<file path="src/rtl/i2c_master_bit_engine_assert.svh">
// Assertion macros shared by the I2C master bit engine RTL
`ifndef I2C_MASTER_BIT_ENGINE_ASSERT_SVH
`define I2C_MASTER_BIT_ENGINE_ASSERT_SVH
`ifndef NO_ASSERTIONS
`define I2CM_ASSERT(lbl, prop, msg) \
	lbl: assert property (@(posedge clk) disable iff (!arst_n) prop) else $error(msg);
`define I2CM_ASSERT_ALWAYS(lbl, prop, msg) \
	lbl: assert property (@(posedge clk) prop) else $error(msg);
`else
`define I2CM_ASSERT(lbl, prop, msg)
`define I2CM_ASSERT_ALWAYS(lbl, prop, msg)
`endif
`endif

</file>
<file path="src/rtl/i2cm_pkg.sv">
// Types, codes and constants shared by the I2C master bit engine
package i2cm_pkg;

	localparam int QUEUE_DEPTH = 2;

	localparam logic [15:0] HALF_PERIOD_RST = 16'd500;
	localparam logic [7:0]  ACK_POLL_RST    = 8'd254;

	localparam logic [7:0] REG_HALF_PERIOD = 8'd0;
	localparam logic [7:0] REG_ACK_POLL    = 8'd1;

	localparam logic [2:0] OP_START     = 3'd1;
	localparam logic [2:0] OP_RESTART   = 3'd2;
	localparam logic [2:0] OP_STOP      = 3'd3;
	localparam logic [2:0] OP_WRITE     = 3'd4;
	localparam logic [2:0] OP_READ_ACK  = 3'd5;
	localparam logic [2:0] OP_READ_NACK = 3'd6;

	typedef enum logic [2:0] {
		CMD_NONE,
		CMD_START,
		CMD_RESTART,
		CMD_STOP,
		CMD_WRITE,
		CMD_READ_ACK,
		CMD_READ_NACK
	} cmd_t;

	typedef enum logic [4:0] {
		PH_IDLE,
		PH_S_WAIT,
		PH_RS1,
		PH_RS2,
		PH_RS3,
		PH_P1,
		PH_P2,
		PH_P3,
		PH_W_LOW,
		PH_W_HIGH,
		PH_A_LOW,
		PH_A_HIGH,
		PH_A_POLL,
		PH_R_LOW,
		PH_R_HIGH,
		PH_RA_LOW,
		PH_RA_HIGH
	} phase_t;

	typedef struct packed {
		cmd_t       cmd;
		logic [7:0] wbyte;
		logic       sda;
	} item_t;

endpackage

</file>
<file path="src/rtl/i2c_master_bit_engine.sv">
// A tick's result is offered from the result register once the engine has taken the tick from the queue.
// Throughput: one tick per cycle unless the output stalls; the engine applies one full tick step per tick.
// A queue of QueueDepth entries parts intake from the engine, the result register parts
// the engine from the output. Reset (arst_n low) empties the queue, sets the engine idle
// with SCL and SDA released, ack 1, read byte 0, half period 500 and poll limit 254.
// Top level of the I2C master bit engine
module i2c_master_bit_engine
	import i2cm_pkg::*;
#(
	parameter int QueueDepth = QUEUE_DEPTH
) (
	input  logic        clk,
	input  logic        arst_n,
	input  logic        in_valid,
	output logic        in_ready,
	input  logic [2:0]  operation,
	input  logic [7:0]  write_byte,
	input  logic        sda_in,
	output logic        out_valid,
	input  logic        out_ready,
	output logic        scl_out,
	output logic        sda_out,
	output logic        busy_res,
	output logic        done_res,
	output logic [7:0]  read_byte,
	output logic        ack_bit,
	input  logic        cfg_valid,
	output logic        cfg_ready,
	input  logic [7:0]  cfg_index,
	input  logic [15:0] cfg_data
);

	logic  q_valid;
	logic  q_pop;
	item_t q_item;

	i2cm_front #(
		.Depth(QueueDepth)
	) u_front (
		.clk        (clk),
		.arst_n     (arst_n),
		.in_valid   (in_valid),
		.in_ready   (in_ready),
		.operation  (operation),
		.write_byte (write_byte),
		.sda_in     (sda_in),
		.q_valid    (q_valid),
		.q_item     (q_item),
		.q_pop      (q_pop)
	);

	i2cm_back u_back (
		.clk       (clk),
		.arst_n    (arst_n),
		.q_valid   (q_valid),
		.q_item    (q_item),
		.q_pop     (q_pop),
		.cfg_valid (cfg_valid),
		.cfg_ready (cfg_ready),
		.cfg_index (cfg_index),
		.cfg_data  (cfg_data),
		.out_valid (out_valid),
		.out_ready (out_ready),
		.scl_out   (scl_out),
		.sda_out   (sda_out),
		.busy_res  (busy_res),
		.done_res  (done_res),
		.read_byte (read_byte),
		.ack_bit   (ack_bit)
	);

endmodule

</file>
<file path="src/rtl/i2cm_front.sv">
// Front end: accepts tick items, decodes the operation and queues them
`include "i2c_master_bit_engine_assert.svh"
module i2cm_front
	import i2cm_pkg::*;
#(
	parameter int Depth = QUEUE_DEPTH
) (
	input  logic       clk,
	input  logic       arst_n,
	input  logic       in_valid,
	output logic       in_ready,
	input  logic [2:0] operation,
	input  logic [7:0] write_byte,
	input  logic       sda_in,
	output logic       q_valid,
	output item_t      q_item,
	input  logic       q_pop
);

	localparam int PtrW = (Depth > 1) ? $clog2(Depth) : 1;
	localparam int CntW = $clog2(Depth + 1);

	item_t            mem_q [Depth];
	logic [PtrW-1:0]  wr_ptr_q;
	logic [PtrW-1:0]  rd_ptr_q;
	logic [CntW-1:0]  count_q;
	cmd_t             cmd_dec;
	item_t            item_in;
	logic             push;

	always_comb begin
		unique case (operation)
			OP_START:     cmd_dec = CMD_START;
			OP_RESTART:   cmd_dec = CMD_RESTART;
			OP_STOP:      cmd_dec = CMD_STOP;
			OP_WRITE:     cmd_dec = CMD_WRITE;
			OP_READ_ACK:  cmd_dec = CMD_READ_ACK;
			OP_READ_NACK: cmd_dec = CMD_READ_NACK;
			default:      cmd_dec = CMD_NONE;
		endcase
	end

	assign item_in  = '{cmd: cmd_dec, wbyte: write_byte, sda: sda_in};
	assign in_ready = (count_q != CntW'(Depth));
	assign push     = in_valid && in_ready;
	assign q_valid  = (count_q != '0);
	assign q_item   = mem_q[rd_ptr_q];

	always_ff @(posedge clk) begin
		if (push) begin
			mem_q[wr_ptr_q] <= item_in;
		end
	end

	always_ff @(posedge clk or negedge arst_n) begin
		if (!arst_n) begin
			wr_ptr_q <= '0;
			rd_ptr_q <= '0;
			count_q  <= '0;
		end else begin
			if (push) begin
				wr_ptr_q <= (wr_ptr_q == PtrW'(Depth - 1)) ? '0 : wr_ptr_q + 1'b1;
			end
			if (q_pop) begin
				rd_ptr_q <= (rd_ptr_q == PtrW'(Depth - 1)) ? '0 : rd_ptr_q + 1'b1;
			end
			if (push && !q_pop) begin
				count_q <= count_q + 1'b1;
			end else if (q_pop && !push) begin
				count_q <= count_q - 1'b1;
			end
		end
	end

	`I2CM_ASSERT(a_count_bound, (count_q <= CntW'(Depth)), "queue count above depth")
	`I2CM_ASSERT(a_pop_nonempty, (q_pop |-> count_q != '0), "pop from empty queue")
	`I2CM_ASSERT(a_push_grows, ((push && !q_pop) |=> count_q == $past(count_q) + 1'b1), "queue count did not grow on push")

endmodule

</file>
<file path="src/rtl/i2cm_back.sv">
// Back end: bit engine state machine, configuration registers and result register
`include "i2c_master_bit_engine_assert.svh"
module i2cm_back
	import i2cm_pkg::*;
(
	input  logic        clk,
	input  logic        arst_n,
	input  logic        q_valid,
	input  item_t       q_item,
	output logic        q_pop,
	input  logic        cfg_valid,
	output logic        cfg_ready,
	input  logic [7:0]  cfg_index,
	input  logic [15:0] cfg_data,
	output logic        out_valid,
	input  logic        out_ready,
	output logic        scl_out,
	output logic        sda_out,
	output logic        busy_res,
	output logic        done_res,
	output logic [7:0]  read_byte,
	output logic        ack_bit
);

	logic [15:0] half_q;
	logic [7:0]  lim_q;
	phase_t      phase_q, phase_d;
	cmd_t        cmd_q, cmd_d;
	logic [3:0]  bit_q, bit_d;
	logic [7:0]  shift_q, shift_d;
	logic [15:0] delay_q, delay_d;
	logic [7:0]  poll_q, poll_d;
	logic        scl_q, scl_d;
	logic        sda_q, sda_d;
	logic        ack_q, ack_d;
	logic [7:0]  rd_q, rd_d;
	logic        done_q, done_d;
	logic        out_valid_q;

	logic        fire;
	logic [15:0] dload;
	logic [15:0] dec;
	logic        dzero;
	logic [7:0]  lim;
	logic [7:0]  poll_inc;
	logic        poll_end;
	logic [3:0]  bit_inc;
	logic        last_bit;

	assign fire      = q_valid && (!out_valid_q || out_ready);
	assign q_pop     = fire;
	assign cfg_ready = 1'b1;

	assign dload    = (half_q == '0) ? 16'd1 : half_q;
	assign dec      = delay_q - 16'd1;
	assign dzero    = (dec == '0);
	assign lim      = (lim_q == '0) ? 8'd1 : lim_q;
	assign poll_inc = poll_q + 8'd1;
	assign poll_end = (poll_inc >= lim);
	assign bit_inc  = bit_q + 4'd1;
	assign last_bit = (bit_inc >= 4'd8);

	always_comb begin
		phase_d = phase_q;
		unique case (phase_q)
			PH_IDLE: begin
				unique case (q_item.cmd)
					CMD_START:     phase_d = PH_S_WAIT;
					CMD_RESTART:   phase_d = PH_RS1;
					CMD_STOP:      phase_d = PH_P1;
					CMD_WRITE:     phase_d = PH_W_LOW;
					CMD_READ_ACK,
					CMD_READ_NACK: phase_d = PH_R_LOW;
					default:       phase_d = PH_IDLE;
				endcase
			end
			PH_A_POLL: if (!q_item.sda || poll_end) phase_d = PH_IDLE;
			PH_S_WAIT, PH_RS3, PH_P3, PH_RA_HIGH: if (dzero) phase_d = PH_IDLE;
			PH_RS1:    if (dzero) phase_d = PH_RS2;
			PH_RS2:    if (dzero) phase_d = PH_RS3;
			PH_P1:     if (dzero) phase_d = PH_P2;
			PH_P2:     if (dzero) phase_d = PH_P3;
			PH_W_LOW:  if (dzero) phase_d = PH_W_HIGH;
			PH_W_HIGH: if (dzero) phase_d = last_bit ? PH_A_LOW : PH_W_LOW;
			PH_A_LOW:  if (dzero) phase_d = PH_A_HIGH;
			PH_A_HIGH: if (dzero) phase_d = PH_A_POLL;
			PH_R_LOW:  if (dzero) phase_d = PH_R_HIGH;
			PH_R_HIGH: if (dzero) phase_d = last_bit ? PH_RA_LOW : PH_R_LOW;
			PH_RA_LOW: if (dzero) phase_d = PH_RA_HIGH;
			default:   phase_d = PH_IDLE;
		endcase
	end

	always_comb begin
		cmd_d   = cmd_q;
		bit_d   = bit_q;
		shift_d = shift_q;
		delay_d = delay_q;
		poll_d  = poll_q;
		scl_d   = scl_q;
		sda_d   = sda_q;
		ack_d   = ack_q;
		rd_d    = rd_q;
		done_d  = 1'b0;
		unique case (phase_q)
			PH_IDLE: begin
				if (q_item.cmd != CMD_NONE) begin
					cmd_d   = q_item.cmd;
					delay_d = dload;
					unique case (q_item.cmd)
						CMD_START, CMD_STOP: sda_d = 1'b0;
						CMD_RESTART:         sda_d = 1'b1;
						CMD_WRITE: begin
							shift_d = q_item.wbyte;
							bit_d   = '0;
						end
						default: begin
							sda_d   = 1'b1;
							shift_d = '0;
							bit_d   = '0;
						end
					endcase
				end
			end
			PH_A_POLL: begin
				if (!q_item.sda) begin
					ack_d  = 1'b0;
					scl_d  = 1'b0;
					done_d = 1'b1;
				end else begin
					poll_d = poll_inc;
					if (poll_end) begin
						ack_d  = 1'b1;
						scl_d  = 1'b0;
						done_d = 1'b1;
					end
				end
			end
			default: begin
				delay_d = dec;
				if (dzero) begin
					unique case (phase_q)
						PH_S_WAIT, PH_RS3: begin
							scl_d  = 1'b0;
							done_d = 1'b1;
						end
						PH_RS1, PH_P1, PH_R_LOW: begin
							scl_d   = 1'b1;
							delay_d = dload;
						end
						PH_RS2: begin
							sda_d   = 1'b0;
							delay_d = dload;
						end
						PH_P2: begin
							sda_d   = 1'b1;
							delay_d = dload;
						end
						PH_P3: done_d = 1'b1;
						PH_W_LOW: begin
							sda_d   = shift_q[7];
							scl_d   = 1'b1;
							delay_d = dload;
						end
						PH_W_HIGH: begin
							scl_d   = 1'b0;
							shift_d = {shift_q[6:0], 1'b0};
							bit_d   = bit_inc;
							delay_d = dload;
						end
						PH_A_LOW: begin
							sda_d   = 1'b1;
							scl_d   = 1'b1;
							delay_d = dload;
						end
						PH_A_HIGH: poll_d = '0;
						PH_R_HIGH: begin
							shift_d = {shift_q[6:0], q_item.sda};
							scl_d   = 1'b0;
							bit_d   = bit_inc;
							delay_d = dload;
							if (last_bit) begin
								rd_d = {shift_q[6:0], q_item.sda};
							end
						end
						PH_RA_LOW: begin
							sda_d   = (cmd_q == CMD_READ_ACK) ? 1'b0 : 1'b1;
							scl_d   = 1'b1;
							delay_d = dload;
						end
						PH_RA_HIGH: begin
							scl_d  = 1'b0;
							sda_d  = 1'b1;
							done_d = 1'b1;
						end
						default: ;
					endcase
				end
			end
		endcase
	end

	always_ff @(posedge clk or negedge arst_n) begin
		if (!arst_n) begin
			half_q      <= HALF_PERIOD_RST;
			lim_q       <= ACK_POLL_RST;
			phase_q     <= PH_IDLE;
			cmd_q       <= CMD_NONE;
			bit_q       <= '0;
			shift_q     <= '0;
			delay_q     <= '0;
			poll_q      <= '0;
			scl_q       <= 1'b1;
			sda_q       <= 1'b1;
			ack_q       <= 1'b1;
			rd_q        <= '0;
			done_q      <= 1'b0;
			out_valid_q <= 1'b0;
		end else begin
			if (cfg_valid) begin
				case (cfg_index)
					REG_HALF_PERIOD: half_q <= cfg_data;
					REG_ACK_POLL:    lim_q  <= cfg_data[7:0];
					default: ;
				endcase
			end
			if (fire) begin
				phase_q <= phase_d;
				cmd_q   <= cmd_d;
				bit_q   <= bit_d;
				shift_q <= shift_d;
				delay_q <= delay_d;
				poll_q  <= poll_d;
				scl_q   <= scl_d;
				sda_q   <= sda_d;
				ack_q   <= ack_d;
				rd_q    <= rd_d;
				done_q  <= done_d;
			end
			if (fire) begin
				out_valid_q <= 1'b1;
			end else if (out_ready) begin
				out_valid_q <= 1'b0;
			end
		end
	end

	assign out_valid = out_valid_q;
	assign scl_out   = scl_q;
	assign sda_out   = sda_q;
	assign busy_res  = (phase_q != PH_IDLE);
	assign done_res  = done_q;
	assign read_byte = rd_q;
	assign ack_bit   = ack_q;

	`I2CM_ASSERT_ALWAYS(a_done_idle, (done_q |-> phase_q == PH_IDLE), "done while engine busy")
	`I2CM_ASSERT(a_hold_no_fire, (!fire |=> $stable(phase_q) && $stable(delay_q)), "engine moved without a tick")
	`I2CM_ASSERT(a_delay_live, ((phase_q != PH_IDLE && phase_q != PH_A_POLL) |-> delay_q != '0), "zero delay in a wait phase")

endmodule

</file>
<file path="config.mk">
export PLATFORM = sky130hd
export DESIGN_NAME = i2c_master_bit_engine
export DESIGN_NICKNAME = d
export VERILOG_FILES = /design/src/rtl/i2cm_pkg.sv /design/src/rtl/i2c_master_bit_engine.sv /design/src/rtl/i2cm_front.sv /design/src/rtl/i2cm_back.sv
export VERILOG_INCLUDE_DIRS = /design/src /design/src/rtl
export SDC_FILE = /design/constraint.sdc
export NUM_CORES = 1
export LEC_CHECK = 0
export BUFFER_PORTS_ARGS = -buffer_cell sky130_fd_sc_hd__buf_2
export CORE_MARGIN = 1.5
export CORE_UTILIZATION = 40
export CTS_BUF_LIST = sky130_fd_sc_hd__clkbuf_8
export CTS_CLUSTER_DIAMETER = 120
export DETAILED_ROUTE_END_ITERATION = 10
export GPL_ROUTABILITY_DRIVEN = 0
export GPL_TIMING_DRIVEN = 0
export RECOVER_POWER = 100
export SYNTH_ARGS = -nofsm -noshare
export SYNTH_HDL_FRONTEND = slang
export SYNTH_SLANG_ARGS = --single-unit
</file>
<file path="constraint.sdc">
create_clock -name clk -period 3.6 [get_ports clk]
set_input_delay 0.72 -clock clk [delete_from_list [all_inputs] [get_ports clk]]
set_output_delay 0.72 -clock clk [all_outputs]
set_load 0.005 [all_outputs]
</file>
Word-level counts from Yosys, hierarchy flattened
Memories as Yosys holds them, arrays and structs flattened.
Cells that the tools add are included.

cells by class
  add/subtract/negate cells = 7
  bitwise gates (word level) = 3
  reduce and logical (&&, ||, !) cells = 49
  equal/unequal tests = 50
  muxes and demuxes = 64
  order comparisons = 2

operators with widths
  operator               count
  $pmux 5 s14            1
  $mux 5                 13
  $mux 16                4
  $pmux 8 s2             4
  $mux 8                 6
  $eq 5x4->1 const B     8
  $logic_not 16->1       2
  $pmux 16 s2            1
  $ne 2x1->1 const B     15
  $eq 3x3->1 const B     7
  $eq 5x3->1 const B     4
  $pmux 4 s5             1
  $mux 1                 18
  $pmux 3 s6             1
  $reduce_and 6->1       3
  $logic_not 8->1        2
  $mux 4                 4
  $sub 16x1->16 const B  1
  $reduce_and 5->1       3
  $reduce_and 14->1      1
  $reduce_bool 2->1      7
  $eq 3x2->1 const B     4
  $eq 5x2->1 const B     2
  $pmux 1 s2             5
  31 further kinds       58

word-level totals
  word-level logic and storage cells = 193
  bits in registers = 85
  memory bits (writable) = 24
  memories kept = 1
  bits of input ports = 41

memory list
  memory         depth  width  read ports  clocked after Yosys merged registers in  wr ports  line              source
  u_front.mem_q  2      12     1           0                                        1         i2cm_front.sv:23  item_t mem_q [Depth];

Longest topological paths before layout
  depth after elaboration = 6
  gate-level depth with buffers = 14
  mapped depth without buffers = 11

Cells and area by module
From an unflattened synthesis, not the netlist that was laid out.

unflattened totals
  cells, all modules = 555
  area total of the unflattened synthesis = 6018.3 um^2

by module, submodules not included
  module      cells an instance  area an instance (um^2)  times used  seq. area each (um^2)
  i2cm_back   497                4893.4                   1           2047.0
  i2cm_front  58                 1124.8                   1           820.8

Worst setup path after synthesis
No wires, ideal clock.

  path kind = flip-flop to flip-flop
  start = register u_back.delay_q[0]
  end = register u_back.delay_q[0]
  required time = 3.476 ns
  setup time = 0.124 ns
  period minus slack after synthesis = 3.265 ns
  setup slack = 0.335 ns
  cell stages (with the launch flop) = 12
  arrival = 3.141 ns
  buffers on the path = 3
  cell sequence = dfrtp_1 -> clkbuf_1 -> or4_1 -> buf_2 -> or4_1 -> xor2_1 -> o211ai_1 -> o41ai_1 -> o211a_1 -> buf_6 -> nor3_1 -> a211o_1

between the ends
  longest elaborated chain between the ends = 4
  elaborated cells between the ends (all ways) = 5
  those cells by class = add/sub: 1; mux: 3; reduce/logical: 1

RTL lines
  element                                             line                               source
  start: declaration                                  i2cm_back.sv:31                    logic [15:0] delay_q, delay_d;
  start signal: assignment                            i2cm_back.sv:232                   delay_q <= delay_d;
  $sub 16x1->16 *                                     i2cm_back.sv:55                    assign dec = delay_q - 16'd1;
  $logic_not 16->1 / $mux 16 (equally long branches)  i2cm_back.sv:56, i2cm_back.sv:142
  $mux 16 *                                           i2cm_back.sv:141                   if (dzero) begin
  $pmux 16 s2 *                                       i2cm_back.sv:105                   unique case (phase_q)

Mark *: on every way between the ends. The rest lies on a longest branch, timed or not.
A chain may end at the register's enable or synchronous reset.

Worst setup path after layout
  start = register u_back.delay_q[2]
  end = register u_back.poll_q[0]

between the ends
  longest elaborated chain between the ends = 4

RTL lines
  element                      line              source
  $sub 16x1->16                i2cm_back.sv:55
  $logic_not 16->1             i2cm_back.sv:56   assign dzero = (dec == '0);
  $reduce_bool 2->1 (no line)  n/a
  $reduce_and 5->1 (no line)   n/a
  end signal: assignment       i2cm_back.sv:233  poll_q <= poll_d;
  end: declaration             i2cm_back.sv:32   logic [7:0] poll_q, poll_d;

Every way passes these cells.

==> impl_results.md <==
* DRC viols at 0
* Number of I/O pins at between 50 and 60
* Max VDD drop at about 0.00034 V
* Clk_lat worst skew at 400 ps
* Worst slew pin tran at about 1900 ps
* CTS tree: yes
* CTS root buffer: clkbuf_8
* Avg Cell Area, Syn at 10.2 um2
* Initial antenna violation count at 0
* Cells after DPL at slightly above 800
* Yosys synthesis warning count at 0
* #FFs+latches synth at ~110
* Die ar. at roughly 16000 um2
* Starting Density at 0.410
* Bufs and invs on worst path at 3
* Max-Cap Viols at 1
* Worst-case reg-to-reg path depth at 11
* Ys async rst share at 0.780
* Place WS at -310 ps
* Finished Core Util at 0.460
* Routed Antenna Nets at 0
* H-tree levels at 3
* CTS sink count at 109
* Final Setup Violations at 0
* GR Util All Layers at 0.179
* Dpl hpwl at 9.91 mm
* RR Endpoint: u_back.poll_q[0]
* Most frequent CP cell: buf_2
* Critical path class: register to register
* Most frequent cells after synthesis: 69 x dfrtp_1, 46 x nor2_1, 45 x nand2_1
* Cell count after synthesis at between 500 and 600
* Crit path max-delay family: simple AND/OR/NAND/NOR gates
* Arrival time at the worst endpoint at approximately 3700 ps
* Crit. path cell count at 11
* CTS Buf Count at 9
* Maximum root-to-sink buffer count at 2
* Vias in the first global route at 4632
* Worst hold path endpoint: u_back.done_res
* Die height at 125 um
* CP max stage delay at between 400 and 500 ps
* Die width at roughly 130 um
* Setup TNS at 0 ps
* Post-route total power at 4.30 mW
* Area grow syn2layout at 12.1%
* Mapped Nets at approximately 640
* Avg Vias per Cell at around 5.5
* Core area at 14600 um2
* Most common cell in the netlist: dfrtp_1
* Via count at ~4700
* Rel. slew slack at -0.237
* Clock-pin slew on the worst setup and hold paths at between 100 and 150 ps
* P per Cell Area at ~640 nW/um2
* Largest net degree at the start of global routing at 54
* Ant diodes at 0
* Tmin final at between 3000 and 4000 ps
* DR iter-0 viols at ~300
* HP Class: register to register
* Unrepaired setup endpoints after global routing: false
* Critical Path RT at between 3000 and 4000 ps
* Yosys top cell by area: dfrtp_1
* Dominant cells by area after synthesis: dfrtp_1 29%, edfxtp_1 12%, dfstp_2 7.0%
* Routed length per placed instance at approximately 16 um
* Crit path max fanout at 9
* Overflow after GRT at 0
* Post-synth EDFFs at 24
* Reg2reg setup slack at ~210 ps
* Share of post-route cells with drive strength above 1 at 0.202
* Pre-antenna DRT Iters at 6
* Post-route setup slack at roughly 210 ps
* Final slew viol count at 34
* IO Port Bufs at 55
* First-pass GRT wire length at roughly 23 mm
* Max Freq at around 0.29 GHz
* Hold Crit Start: u_back.done_res
* Lkg Pwr at ~2.9 nW
* Row cnt at 44
* Non-Filler Instances at between 800 and 900
* Total wire length at 13.7 mm
* Min-Delay Path Depth at 2
* Final critical-path share of the clock period at 0.942
* Post-Syn Area at around 6000 um2
* Fin nets at about 710
* Crit path cell chain: buf_2 > or4_1 > buf_2 > or2_2 > or3_1 > o211ai_2 > nor4b_4 > buf_4 > and3_1 > o21ai_2 > mux2_1
* Origin of the critical flop-to-flop path: u_back.delay_q[2]
* Post-synth top flop: dfrtp_1
* Status: finished with violations
* Clock skew at roughly 15 ps
* Count of final hold-check violations at 0
* Hold buffer count at cts at 0
* Sequential share of the synthesized area at 0.479
* Synth unique cells at 72
* Violated checks: capacitance limit, slew limit
* CP startpoint kind: register
* Worst Setup End Kind: register
* CP max-delay cell: or4_1
* Synth top area share at 0.288
[sequential cells by signal (all words and copies together), names as in the netlist]
name and count:
u_front.mem_q 24, u_back.delay_q 16, u_back.half_q 16, u_back.lim_q 8
u_back.poll_q 8, u_back.read_byte 8, u_back.shift_q 8, u_back.phase_q 5
u_back.bit_q 4, u_back.cmd_q 3, u_front.count_q 2, u_back.ack_bit 1
u_back.done_res 1, u_back.out_valid 1, u_back.scl_out 1, u_back.sda_out 1
u_front.rd_ptr_q 1, u_front.wr_ptr_q 1
[layout by cell type, fill, tap and decap left out, types with 7 or more instances in the layout]
cell type  count
xnor2_1        9
nor2_1        46
nand3_1       23
o21ai_0       27
mux2i_1       30
nor3_1        16
nand2_1       45
o21a_1        10
buf_2         53
a21oi_1       36
ha_1          13
dfstp_2       12
clkbuf_1      31
nor4_1        12
mux2_2        31
clkbuf_8       9
or3_1          7
edfxtp_1      24
nand2b_1      11
inv_1         28
dfrtp_1       69
[metal layers]
metal,GRT usage,routed length (um),up-vias
met2,0.290,6470,126
met3,0.0402,607,21
met4,0.0575,224,0
met5,0,0,-
met1,0.241,6410,2252
li1,-,-,2286
[per-stage QoR]
stage / hold slack (ps) / area [um2]
after floorplan: 424 / 5990
after global placement: 473 / 6490
after detailed placement: 474 / 6520
after CTS: 266 / 6750
after global routing: 476 / 6710
final: 491 / 6710
[layout make-up]
cell class,count,area [um2]
flip-flops and latches,109,2870
multi-input cells,416,2870
clock buffers,9,124
repair buffers,61,304
inverters,28,105
fillers,1395,7880
well taps,184,230
clock inverters,7,56.3
plain buffers,34,158
[worst min-delay path: cells and delay by family (launching register included)]
| kind | cells | cell delay (ps) |
|---|---|---|
| flops | 1 | 360 |
| simple gates | 1 | 50 |
| compound gates | 1 | 60 |
[power by group]
part	leakage (nW)	internal, mW	switching [mW]	total (mW)
combinational	1.53	0.723	1.09	1.81
sequential	1.24	1.56	0.214	1.77
clock	0.0969	0.263	0.453	0.716
total	2.86	2.54	1.76	4.30
[timing repair]
item                                    CTS  global route
endpoints found under the setup margin   47            29
resized for setup                         3             1
pin swaps                                 1             3
buffers inserted                          3             2
[how the worst max path moves through the flow]
stage | startpoint | end | slack, ps
floorplan | u_back.delay_q[0] | u_back.delay_q[0] | 330
finish | u_back.delay_q[2] | u_back.poll_q[0] | 210
global placement | u_back.delay_q[0] | u_back.delay_q[0] | -200
CTS | u_back.delay_q[0] | u_back.delay_q[10] | 20
detailed placement | u_back.delay_q[0] | u_back.delay_q[10] | -310
global route | u_back.delay_q[0] | u_back.shift_q[7] | 8
[logic make-up (layout without fill, tap and decap cells)]
| logic type | Yosys count | after routing | synth area share |
|---|---|---|---|
| DFF | 109 | 109 | 0.479 |
| buffers and inverters | 63 | 139 | 0.0445 |
| AOI/OAI and AO/OA | 138 | 138 | 0.156 |
| xor gates and xnor gates | 15 | 15 | 0.0219 |
| and+or+nand+nor | 187 | 187 | 0.160 |
| muxes | 62 | 62 | 0.110 |
| other | 1 | 1 | 0.000626 |
| adders and majority gates | 13 | 13 | 0.0272 |
Power figures use the tool's default switching activity.
